**src/rtl/core/chte_pkg.sv**
```systemverilog
// Shared constants, types and codes for the chained hash table engine.
`default_nettype none
package chte_pkg;

   localparam int unsigned POOL_SLOTS      = 1024;
   localparam int unsigned SLOT_W          = $clog2(POOL_SLOTS);
   localparam int unsigned LINK_W          = SLOT_W + 1;
   localparam int unsigned MAX_BUCKET_BITS = 10;
   localparam int unsigned BUCKETS         = 1 << MAX_BUCKET_BITS;
   localparam int unsigned BKT_W           = MAX_BUCKET_BITS;
   localparam int unsigned KEY_W           = 64;
   localparam int unsigned BITS_W          = 4;

   localparam logic [LINK_W-1:0] NO_SLOT   = LINK_W'(POOL_SLOTS);

   localparam logic [63:0] MUR_M    = 64'hc6a4a7935bd1e995;
   localparam int unsigned MUR_R    = 47;
   localparam logic [63:0] MUR_SEED = 64'h8445d61a4e774912;
   localparam logic [63:0] MUR_INIT = MUR_SEED ^ (MUR_M << 3);

   localparam logic [1:0] OP_INSERT = 2'd0;
   localparam logic [1:0] OP_LOOKUP = 2'd1;
   localparam logic [1:0] OP_REMOVE = 2'd2;

   localparam logic [1:0] STATUS_OK       = 2'd0;
   localparam logic [1:0] STATUS_NOT_FOUND = 2'd1;
   localparam logic [1:0] STATUS_FULL     = 2'd2;

   typedef struct packed {
      logic [KEY_W-1:0]  key;
      logic [LINK_W-1:0] link;
   } entry_type;

endpackage
`default_nettype wire

```
**src/rtl/core/chte_hash.sv**
```systemverilog
// Iterative MurmurHash64A of one 64-bit key, built on a shared 32x32 multiplier.
`default_nettype none
module chte_hash (
   input  wire logic        clock,
   input  wire logic        reset,
   input  wire logic        start,
   input  wire logic [63:0] key,
   output logic             done,
   output logic      [63:0] hash
);
   import chte_pkg::*;

   logic        busy_ff, busy_in;
   logic        done_ff, done_in;
   logic [1:0]  phase_ff, phase_in;
   logic [1:0]  round_ff, round_in;
   logic [63:0] x_ff, x_in;
   logic [63:0] prod_ff, prod_in;
   logic [63:0] acc_ff, acc_in;
   logic [63:0] hash_ff, hash_in;
   logic [31:0] mul_a, mul_b;
   logic [63:0] fin, mix;

   // Each 64-bit product modulo 2^64 takes three partial products over four phases.
   always_comb begin
      mul_a   = (phase_ff == 2'd2) ? x_ff[63:32] : x_ff[31:0];
      mul_b   = (phase_ff == 2'd1) ? MUR_M[63:32] : MUR_M[31:0];
      prod_in = 64'(mul_a) * 64'(mul_b);
      fin     = {acc_ff[63:32] + prod_ff[31:0], acc_ff[31:0]};
      mix     = fin ^ (fin >> MUR_R);
   end

   always_comb begin
      busy_in  = busy_ff;
      done_in  = 1'b0;
      phase_in = phase_ff;
      round_in = round_ff;
      x_in     = x_ff;
      acc_in   = acc_ff;
      hash_in  = hash_ff;
      if (!busy_ff) begin
         if (start) begin
            busy_in  = 1'b1;
            phase_in = 2'd0;
            round_in = 2'd0;
            x_in     = key;
         end
      end else begin
         phase_in = phase_ff + 2'd1;
         unique case (phase_ff)
            2'd0: acc_in = acc_ff;
            2'd1: acc_in = prod_ff;
            2'd2: acc_in = {acc_ff[63:32] + prod_ff[31:0], acc_ff[31:0]};
            2'd3: begin
               round_in = round_ff + 2'd1;
               unique case (round_ff)
                  2'd0: x_in = mix;
                  2'd1: x_in = MUR_INIT ^ fin;
                  2'd2: x_in = mix;
                  2'd3: begin
                     hash_in = mix;
                     done_in = 1'b1;
                     busy_in = 1'b0;
                  end
               endcase
            end
         endcase
      end
   end

   always_ff @(posedge clock) begin
      if (reset) begin
         busy_ff  <= 1'b0;
         done_ff  <= 1'b0;
         phase_ff <= 2'd0;
         round_ff <= 2'd0;
      end else begin
         busy_ff  <= busy_in;
         done_ff  <= done_in;
         phase_ff <= phase_in;
         round_ff <= round_in;
      end
      x_ff    <= x_in;
      prod_ff <= prod_in;
      acc_ff  <= acc_in;
      hash_ff <= hash_in;
   end

   assign done = done_ff;
   assign hash = hash_ff;

endmodule
`default_nettype wire
```
**config.mk**
```make
export PLATFORM = sky130hd
export DESIGN_NAME = chte_hash
export DESIGN_NICKNAME = d
export VERILOG_FILES = /design/src/rtl/core/chte_pkg.sv /design/src/rtl/core/chte_hash.sv
export SDC_FILE = /design/constraint.sdc
export NUM_CORES = 2
export LEC_CHECK = 0
export ABC_AREA = 1
export BUFFER_PORTS_ARGS = -buffer_cell sky130_fd_sc_hd__buf_2
export CORE_MARGIN = 8
export CORE_UTILIZATION = 25
export DETAILED_ROUTE_END_ITERATION = 7
export GPL_TIMING_DRIVEN = 0
export SYNTH_ARGS = -nofsm -noshare
export SYNTH_HDL_FRONTEND = slang
export SYNTH_SLANG_ARGS = --single-unit
```
**constraint.sdc**
```tcl
create_clock -name clock -period 7.7 [get_ports clock]
set_clock_uncertainty 0.2 [all_clocks]
set_input_delay 1.54 -clock clock [delete_from_list [all_inputs] [get_ports clock]]
set_output_delay 1.54 -clock clock [all_outputs]
set_load 0.01 [all_outputs]
```
==> flow_metrics.py <==
metrics = {
    "setup_path": {
        "required_ns": 7.94,
        "crit-reg2reg-launch": "phase_ff[0]",
        "cp-end-kind": "flip-flop",
        "cp_slowest_cell": "fa_2",
        "r2r_end": "prod_ff[37]",
        "cp_top_family": "adder cells",
        "start_kind": "flip-flop",
        "critPathKind": "reg -> reg",
        "r2r_setup_slack_ns": -0.14,
        "cp.depth": 30,
        "crit_top_cell": "inv_2",
        "worstPathMaxFanout": 8,
        "crit_buf_inv": 12,
        "max_stage_delay_ns": 0.58,
        "r2r_cells": 30,
        "critPathArrivalTime_ns": 8.08,
    },
    "logic_synthesis": {
        "synth_area_leader_cell": "fa_1",
        "ys_warn_count": 0,
        "synth_top_family_by_area": "adder cells",
        "syn_inst": 4234,
        "synth_commonest_cells": "1153 x inv_1, 714 x nand2_1, 626 x fa_1",
        "netlist_area_um2": 37800,
        "synthAdderAreaFrac_pct": 47.5,
        "synth_ff_type": "edfxtp_1",
        "async_reset_ff_share_pct": 0,
        "yosysMostFrequentCell": "inv_1",
        "synth.avg_cell_area_um2": 8.94,
        "ys_types": 52,
        "synth-seq-area-share_pct": 18.9,
        "syn_nets": 5361,
        "synth-edff-count": 192,
        "synth_top_area_share_pct": 33.1,
        "synth-compound-area-share_pct": 5.46,
        "synthMuxAreaShare_pct": 0,
        "netlist_top_cells_area": "fa_1 33%, edfxtp_1 15%, ha_1 14%, inv_1 11%, nand2_1 7.1%",
        "synthSimpleGateAreaFrac_pct": 13.8,
        "ys_ff_latch": 262,
        "synthXorXnorAreaFrac_pct": 2.09,
    },
    "clocking": {
        "cts_tree": "built",
        "path_clk_slew_ns": 0.07,
        "cts_buffers": 26,
        "clock_path_buffers": 3,
        "clock-sinks": 262,
        "htree_levels": 1,
        "cts-root-buf": "clkbuf_16",
        "clock_latency_ns": 0.55,
        "cts_hold_buffers": 0,
    },
    "floorplan": {
        "die_w_um": 405,
        "initial_core_util_pct": 25.2,
        "rows": 142,
        "chipHeight_um": 405,
        "die_area_um2": 164000,
        "coreArea_um2": 150000,
        "num_io_pins": 132,
    },
    "hold_path": {
        "min_from": "acc_ff[29]",
        "hold_end": "hash[29]",
        "min_path_cells": 0,
        "min-delay-path-class": "reg -> reg",
    },
    "layout": {
        "seqCellArea_um2": 7170,
        "final_area_um2": 47000,
        "final_nets": 5772,
        "multiInputGateArea_um2": 28400,
        "fillers": 15511,
        "drive_gt1_share_pct": 21.9,
        "syn2layout_area_growth_pct": 24.3,
    },
    "sta": {
        "slew_headroom_pct": 35.7,
        "drv_slew": 0,
        "max_freq_ghz": 0.128,
        "hold_viol": 0,
        "setup_ws_ns": -0.135,
        "rsz0062_at_grt": "yes",
        "period_minus_slack_ns": 7.84,
        "tightest_slew_ns": 0.961,
        "setup_viol": 30,
        "finalCritPeriodShare_pct": 102,
    },
    "global_routing": {
        "grt_pass1_wl_um": 207000,
        "grt_overflow": 0,
        "grt_util_all_layers_pct": 16.8,
        "grt_pass1_vias": 31715,
        "grt_max_degree": 43,
        "antenna_found_initial": 2,
    },
    "route": {
        "firstDrtPassIters": 6,
        "drtAntennaViolNets": 0,
        "avgViaCountPerCell": 4.49,
        "vias": 30004,
        "wirelength_um": 141000,
        "drc_errors": 0,
        "drtIter0Drc": 2683,
        "wire_per_inst_um": 21.0,
    },
    "placement": {
        "place_area_um2": 41100,
        "gp_congestion": 0.956,
        "io_buffers": 131,
        "place_hpwl_um": 118000,
    },
    "status": {
        "violations": "setup timing",
        "outcome": "complete, but fails checks",
    },
    "run": {
        "maxCapViolations": 0,
    },
}
-- flip-flops by register name, indices dropped and copies added (netlist names) --
signal / cells
round_ff: 2
acc_ff: 64
busy_ff: 1
hash: 64
done: 1
prod_ff: 64
x_ff: 64
phase_ff: 2
-- through the flow --
step	instances	hold slack [ns]	utilization [%]	setup slack, ns	setup TNS (ns)
floorplan	4234	0.227	-	0.109	0
global placement	6381	0.263	27.3	-2.30	-82.12
detailed placement	6387	0.250	27.4	-2.20	-82.16
CTS	6614	0.280	30.4	-0.127	-1.21
global route	6681	0.298	31.3	-0.318	-7.66
finish	6683	0.272	31.3	-0.135	-1.84
-- cell families (layout without fill, tap and decap cells) --
logic type | count (synthesis) | count (layout)
flops | 262 | 262
xor+xnor | 87 | 87
simple gates | 1259 | 1259
buf+inv | 1214 | 1645
compound gates | 351 | 351
other cells | 1 | 3
fa+ha+maj | 1060 | 1060
-- placed cells by master (no fill, tap or decap), drive strengths merged --
cell type	Yosys	routed
inv	1162	1142
nand2	745	745
fa	626	626
ha	434	434
buf	19	399
nor2	321	321
edfxtp	192	192
nand3	136	136
a21oi	130	130
o21ai	129	129
dfxtp	70	70
xor2	69	69
clkbuf	30	69
o21bai	35	35
a31oi	32	32
clkinvlp	0	25
or2	22	22
xnor2	18	18
nor3	16	16
nand4	9	9
o21a	9	9
a21o	7	7
clkinv	2	5
nor4	4	4
a21boi	4	4
and2	3	3
bufinv	0	3
diode	0	2
nand3b	2	2
a211oi	2	2
o211ai	2	2
o31ai	1	1
and3	1	1
dlygate4sd1	1	1
conb	1	1
bufbuf	0	1
-- worst reg2reg max path: cells and delay by family, from the launching register on --
kind	cells	cell delay (ns)
AND/OR/NAND/NOR	5	0.66
XOR/XNOR	1	0.26
buffers and inverters	12	1.24
AO/OA/AOI/OAI	2	0.23
flip-flops	1	0.38
adder cells (fa/ha/maj)	10	4.74
-- layer usage --
metal / track usage, % / wire (um)
met5: 0 / 0
met4: 6.34 / 6980
met3: 2.36 / 9280
met2: 27.8 / 65500
met1: 22.4 / 58800
-- cell type report --
type,count,share of cell area (%)
inverters,1164,9.61
diodes,2,0.0106
multi-input cells,2758,60.5
flip-flops and latches,262,15.3
plain buffers,50,0.974
repair buffers,383,6.32
well taps,2016,5.37
clock inverters,11,0.309
clock buffers,37,1.68
-- what timing repair did --
action	4_1_cts	5_1_grt
pin swaps	133	120
buffers inserted	177	66
setup endpoints to repair	49	43
gates cloned	2	1
resized for setup	516	244
-- worst max-delay path by stage --
stage / slack [ns] / endpoint / startpoint
2_1_floorplan: 0.11 / prod_ff[42] / phase_ff[0]
3_3_place_gp: -2.30 / prod_ff[34] / phase_ff[0]
3_5_place_dp: -2.20 / prod_ff[34] / phase_ff[0]
4_1_cts: -0.13 / prod_ff[61] / phase_ff[0]
5_1_grt: -0.32 / prod_ff[59] / phase_ff[0]
6_report: -0.14 / prod_ff[37] / phase_ff[0]
Power is not shown: default switching activity piles up to over one toggle a cycle in this logic, so the estimate is an artifact.
