==> src/rtl/core/chte_ram.sv <==
// Generic single-port-write, single-port-read memory with a registered read.
`default_nettype none
module chte_ram #(
   parameter int unsigned WIDTH = 8,
   parameter int unsigned DEPTH = 16
) (
   input  wire logic                     clock,
   input  wire logic                     wr_en,
   input  wire logic [$clog2(DEPTH)-1:0] wr_addr,
   input  wire logic [WIDTH-1:0]         wr_data,
   input  wire logic                     rd_en,
   input  wire logic [$clog2(DEPTH)-1:0] rd_addr,
   output logic      [WIDTH-1:0]         rd_data
);

   logic [WIDTH-1:0] mem_ff [DEPTH];

   always_ff @(posedge clock) begin
      if (wr_en) begin
         mem_ff[wr_addr] <= wr_data;
      end
      if (rd_en) begin
         rd_data <= mem_ff[rd_addr];
      end
   end

endmodule
`default_nettype wire

==> config.mk <==
export PLATFORM = sky130hd
export DESIGN_NAME = chte_ram
export DESIGN_NICKNAME = d
export VERILOG_FILES = /design/src/rtl/core/chte_ram.sv
export SDC_FILE = /design/constraint.sdc
export NUM_CORES = 1
export LEC_CHECK = 0
export BUFFER_PORTS_ARGS = -buffer_cell sky130_fd_sc_hd__buf_2
export CORE_ASPECT_RATIO = 0.7
export CORE_UTILIZATION = 50
export DETAILED_ROUTE_END_ITERATION = 6
export PLACE_DENSITY = 0.65
export SETUP_SLACK_MARGIN = 0.02
export SLEW_MARGIN = 15
export SYNTH_ARGS = -nofsm -noshare
export SYNTH_HDL_FRONTEND = slang
export SYNTH_SLANG_ARGS = --single-unit
==> constraint.sdc <==
create_clock -name clock -period 4.15 [get_ports clock]
set_input_delay 1.0375 -clock clock [delete_from_list [all_inputs] [get_ports clock]]
set_output_delay 1.0375 -clock clock [all_outputs]
set_load 0.02 [all_outputs]
==> results of run 1 <==
metal layers:
metal  track usage [%]  share of wire [%]  routed length, µm  vias up
met1              29.0                 47               4630     1223
li1                  -                  -                  -     1063
met3              6.60                7.1                691        2
met4              5.26               0.18                 18        0
met5                 0                  0                  0        -
met2              28.7                 45               4410       80
report_power, final:
group	switching, mW	internal (mW)
registers	0.00891	1.55
clock network	0.484	0.737
logic	0.0842	0.0559
registers in the layout (all words and copies together) (netlist names):
register,count
mem_ff,128
rd_data,8
logic make-up (layout without fill, tap and decap cells):
group,after synthesis,in the layout
and+or+nand+nor,35,35
DFF,136,136
AOI/OAI and AO/OA,16,16
buffers and inverters,10,60
muxes,32,32
per-stage QoR:
step           cell area [µm²]  power [mW]
2_1_floorplan             5230        1.67
3_3_place_gp              5480        1.72
3_5_place_dp              5480        1.73
4_1_cts                   5960        2.94
5_1_grt                   5960        3.01
6_report                  5960        2.92
Yosys cell counts:
| cell type | n | area share (%) |
|---|---|---|
| nand2b_1 | 2 | 0.24 |
| and2b_1 | 1 | 0.14 |
| nor2_1 | 13 | 0.93 |
| nand3_1 | 1 | 0.096 |
| nor2b_1 | 1 | 0.12 |
| edfxtp_1 | 136 | 78 |
| clkdlybuf4s25_2 | 3 | 0.57 |
| buf_2 | 3 | 0.29 |
| and2_1 | 1 | 0.12 |
| nand3b_1 | 2 | 0.29 |
| nand2_1 | 9 | 0.65 |
| buf_4 | 1 | 0.14 |
| or3b_2 | 1 | 0.17 |
| a22oi_1 | 16 | 2.3 |
| nor3_1 | 4 | 0.38 |
| mux4_2 | 18 | 7.8 |
| mux4_1 | 14 | 7.0 |
| buf_6 | 3 | 0.65 |
final cells by class:
class / count / area (µm²) / share of cell area [%]
multi-input cells: 83 / 1060 / 17.7
well taps: 128 / 160 / 2.69
clock inverters: 8 / 35.0 / 0.588
repair buffers: 31 / 180 / 3.02
flip-flops and latches: 136 / 4080 / 68.6
clock buffers: 21 / 440 / 7.39
worst min path at each step:
stage,endpoint,start
finish,rd_data[0],mem_ff[7][0]
global placement,rd_data[3],mem_ff[12][3]
CTS,rd_data[3],mem_ff[12][3]
floorplan,rd_data[0],mem_ff[7][0]
global route,rd_data[1],mem_ff[12][1]
detailed placement,rd_data[2],mem_ff[4][2]
worst reg2reg max path: cells and delay by family (launching register included):
kind / cells / cell delay, ns
multiplexers: 1 / 0.51
flip-flops: 1 / 0.35
AO/OA/AOI/OAI: 1 / 0.25
AND/OR/NAND/NOR: 1 / 0.10
==> flow_metrics.py, run 1 <==
metrics = {
    "synthesis": {
        "synthCells": 229,
        "synth_fp_nets": 248,
        "yosysWarnings": 0,
        "synthXorXnorAreaFrac_pct": 0,
        "ys_ff_latch": 136,
        "synth_top_family_by_area": "multiplexers",
        "synth_fa_ha_area_share_pct": 0,
        "ys_seq_area_share_pct": 78.1,
        "synth.distinct_cells": 18,
        "synth_compound_area_share_pct": 2.30,
        "syn_avg_cell_area_um2": 22.8,
        "yosys.area_share.simple_pct": 3.14,
        "muxShareOfSynthArea_pct": 14.8,
        "synthesis.area_um2": 5230,
    },
    "worst_setup_path": {
        "endpoint": "rd_data[7]",
        "reg2reg_depth": 3,
        "r2r_start": "mem_ff[9][4]",
        "critical-path-top-delay-family": "buffers and inverters",
        "crit_start": "rd_addr[0]",
        "cp_max_fo": 20,
        "cpMaxStageDelayCell": "buf_2",
        "cp.depth": 5,
        "cp_cell_sequence": "buf_2 > buf_12 > mux4_2 > a22oi_1 > nand2_1",
        "worst_r2r_endpoint": "rd_data[4]",
        "cp-end-kind": "register",
        "crit_type": "primary input to register",
        "crit_buf_inv": 2,
        "cp_slowest_stage_delay_ns": 0.53,
        "critPathRequiredTime_ns": 4.30,
        "rrSetupSlack_ns": 2.68,
        "startpoint_type": "primary input",
        "arrival_ns": 2.67,
    },
    "placement": {
        "dp_cells": 378,
        "io_buffer_count": 26,
        "dp_hpwl_um": 6190,
        "gp_congestion": 0.719,
        "pre_cts_slack_ns": 1.18,
    },
    "global_routing": {
        "grt.total_usage_pct": 19.7,
        "grt_pass1_vias": 2402,
        "grt.overflow.total": 0,
        "grt_max_degree": 33,
        "antenna_found_initial": 0,
        "grt_pass1_wl_um": 14600,
    },
    "sta": {
        "max-slew-margin-rel_pct": 35.7,
        "setup_slack_ns": 1.63,
        "tightest_slew_ns": 0.961,
        "clock-skew-final_ns": 0.0120,
        "period_needed_ns": 2.52,
        "finalSetupTns_ns": 0,
        "hold_violations": 0,
        "drv_slew": 0,
        "setup_violations": 0,
        "fmax_mhz": 397,
        "rsz0062_at_grt": "no",
        "finalHoldWorstSlack_ns": 0.753,
        "fin_crit_sh_pct": 60.7,
    },
    "routing": {
        "wire_per_inst_um": 24.0,
        "dr.pass1.iters": 4,
        "drt_iter0_drc": 298,
        "drcViolationCount": 0,
        "vias": 2368,
        "antenna_left": 0,
        "drt_wl_total_um": 9750,
        "via_per_inst": 5.82,
    },
    "clock_network": {
        "h-tree-depth": 4,
        "post_cts_resized": 0,
        "cts_tree": "done",
        "numCtsBuffers": 17,
        "cts_setup_buffers": 0,
        "clock-sinks": 136,
        "cts_root_buf": "clkbuf_16",
        "clk_latency_ns": 0.40,
        "clkTransAtPathRegs_ns": 0.05,
        "cts_buffer_depth": 2,
        "postCtsHoldBufs": 0,
    },
    "floorplanning": {
        "die_x_um": 124,
        "start_util_pct": 52.8,
        "dieArea_um2": 10900,
        "rows": 30,
        "io_pins": 27,
        "die_h_um": 87.6,
        "core_um2": 9910,
    },
    "hold_path": {
        "hp-class": "register to register",
        "min_delay_path_depth": 3,
    },
    "finish": {
        "insertedDiodeCount": 0,
        "layout-drive-gt1-share_pct": 24.7,
        "layout_common_cells": "edfxtp_1, buf_2, mux4_2",
        "area_delta_synth_final_pct": 14.0,
        "fin_nets": 288,
        "final_common_cell": "edfxtp_1",
        "n_fill_cell": 726,
        "final_util_pct": 60.1,
        "stdcell_count": 407,
    },
    "run": {
        "max_cap_violations": 0,
    },
    "outcome": {
        "outcome": "finished clean",
    },
    "power_and_ir_drop": {
        "vdd_ir_drop_max_mv": 0.300,
        "p_leak_nw": 1.97,
        "powerDensity_nw_per_um2": 490,
    },
}
(Power assumes the default switching activity.)
==> run 2: changes to the inputs <==
--- a/config.mk
+++ b/config.mk
@@ -9,7 +9,7 @@
 export CORE_ASPECT_RATIO = 0.7
 export CORE_UTILIZATION = 50
 export DETAILED_ROUTE_END_ITERATION = 6
-export PLACE_DENSITY = 0.65
+export PLACE_DENSITY = 0.68
 export SETUP_SLACK_MARGIN = 0.02
 export SLEW_MARGIN = 15
 export SYNTH_ARGS = -nofsm -noshare
==> constraint.sdc (replaced) <==
create_clock -name clock -period 2.3 [get_ports clock]
set_input_delay 0.575 -clock clock [delete_from_list [all_inputs] [get_ports clock]]
set_output_delay 0.575 -clock clock [all_outputs]
set_load 0.02 [all_outputs]
==> run 2 against run 1 <==
Net effect:
- critical path depth is the same
- critical path type unchanged
- die area is the same
- clock power grew 90%
- first-iteration DRC count shrank 32%
==> flow_metrics.py, run 2 (synthesized netlist as in run 1, its figures left out) <==
metrics = {
    "outcome": {
        "outcome": "finished clean",
    },
    "finish": {
        "layout-drive-gt1-share_pct": 31.2,
        "final_util_pct": 62.0,
        "regMostFlops": "mem_ff",
        "area_delta_synth_final_pct": 17.4,
        "largest_reg_flops": 128,
        "insertedDiodeCount": 0,
        "reg_top3": "mem_ff: 128 flops, rd_data: 8 flops",
        "final_common_cell": "edfxtp_1",
        "layout_common_cells": "edfxtp_1, buf_2, mux4_2, buf_4, clkbuf_16",
        "fin_nets": 304,
    },
    "worst_setup_path": {
        "critPathRequiredTime_ns": 2.45,
        "startpoint_type": "primary input",
        "r2r_start": "mem_ff[1][0]",
        "rrSetupSlack_ns": 0.81,
        "arrival_ns": 1.84,
        "crit_type": "primary input to register",
        "reg2reg_depth": 3,
        "cp-end-kind": "register",
        "cp_max_fo": 17,
        "worst_r2r_endpoint": "rd_data[0]",
    },
    "sta": {
        "drv_slew": 0,
        "period_needed_ns": 1.68,
        "fin_crit_sh_pct": 73.2,
        "finalSetupTns_ns": 0,
        "rsz0062_at_grt": "no",
        "finalHoldWorstSlack_ns": 0.553,
        "tightest_slew_ns": 0.393,
        "fmax_mhz": 594,
        "max-slew-margin-rel_pct": 73.8,
        "hold_violations": 0,
        "clock-skew-final_ns": 0.0111,
        "setup_violations": 0,
    },
    "floorplanning": {
        "die_x_um": 124,
        "io_pins": 27,
        "core_um2": 9910,
        "start_util_pct": 52.8,
        "die_h_um": 87.6,
        "dieArea_um2": 10900,
        "rows": 30,
    },
    "routing": {
        "drcViolationCount": 0,
        "wire_per_inst_um": 23.4,
        "antenna_left": 0,
        "via_per_inst": 5.93,
        "drt_iter0_drc": 202,
        "dr.pass1.iters": 4,
        "vias": 2527,
        "drt_wl_total_um": 9960,
    },
    "global_routing": {
        "antenna_found_initial": 0,
        "grt_max_degree": 33,
        "grt.overflow.total": 0,
        "grt_pass1_vias": 2503,
        "grt_pass1_wl_um": 15100,
        "grt.total_usage_pct": 20.6,
    },
    "power_and_ir_drop": {
        "p_leak_nw": 2.08,
        "powerDensity_nw_per_um2": 879,
        "finalPower_mw": 5.40,
        "vdd_ir_drop_max_mv": 0.592,
    },
    "clock_network": {
        "postCtsHoldBufs": 0,
        "clkTransAtPathRegs_ns": 0.06,
        "cts_buffer_depth": 2,
        "clk_latency_ns": 0.41,
        "cts_root_buf": "clkbuf_16",
        "clock-sinks": 136,
        "numCtsBuffers": 17,
        "cts_setup_buffers": 0,
        "cts_tree": "done",
        "post_cts_resized": 0,
        "h-tree-depth": 4,
    },
    "hold_path": {
        "worstHoldStart": "wr_data[5]",
        "min_delay_path_depth": 1,
        "hold_end": "mem_ff[8][5]",
        "hp-class": "primary input to register",
    },
    "run": {
        "max_cap_violations": 0,
    },
    "placement": {
        "gp_congestion": 0.731,
        "dp_hpwl_um": 6250,
        "io_buffer_count": 26,
    },
}
run 2: cell types whose count changed in the layout (fill, tap and decap cells not counted), sizes merged:
| cell | delta |
|---|---|
| clkbuf | -4 |
| clkinvlp | +2 |
| inv | +1 |
| buf | +16 |
| clkinv | +4 |
run 2: critical path, cell delays in order:
cell and delay, ns:
buf_2 0.13, buf_12 0.19, mux4_1 0.60, a22oi_1 0.26
nand2_1 0.07
run 2: how the worst max path moves through the flow:
| stage | startpoint | end | slack, ns |
|---|---|---|---|
| floorplan | wr_addr[2] | mem_ff[0][0] | 0.23 |
| global placement | rd_addr[0] | rd_data[0] | 0.19 |
| detailed placement | rd_addr[0] | rd_data[0] | 0.16 |
| CTS | rd_addr[0] | rd_data[0] | 0.60 |
| global route | rd_addr[0] | rd_data[2] | 0.55 |
| finish | rd_addr[0] | rd_data[3] | 0.62 |
run 2: per-layer routing:
metal	vias up	track usage (%)	wire length, µm
li1	1094	-	-
met1	1325	28.9	4590
met2	104	30.2	4640
met3	4	6.78	670
met4	0	8.54	60
met5	-	0	0
run 2: cell type report:
class | instances | area [µm²]
sequential | 136 | 4080
fill | 709 | 3770
multi-input combinational | 83 | 1060
clock buffer | 17 | 425
timing repair buffer | 47 | 325
tap | 128 | 160
clock inverter | 15 | 87.6
run 2: through the flow:
stage          setup WS (ns)  cells  cell area, µm²
2_1_floorplan          0.232    229            5230
3_3_place_gp           0.188    394            5630
3_5_place_dp           0.163    394            5630
4_1_cts                0.603    426            6140
5_1_grt                0.551    426            6140
6_report               0.616    426            6140
run 2: power by group:
part           total, mW  internal, mW  switching [mW]
logic              0.274         0.114           0.160
clock network       2.32          1.35           0.966
registers           2.81          2.79          0.0145
total               5.40          4.26            1.14
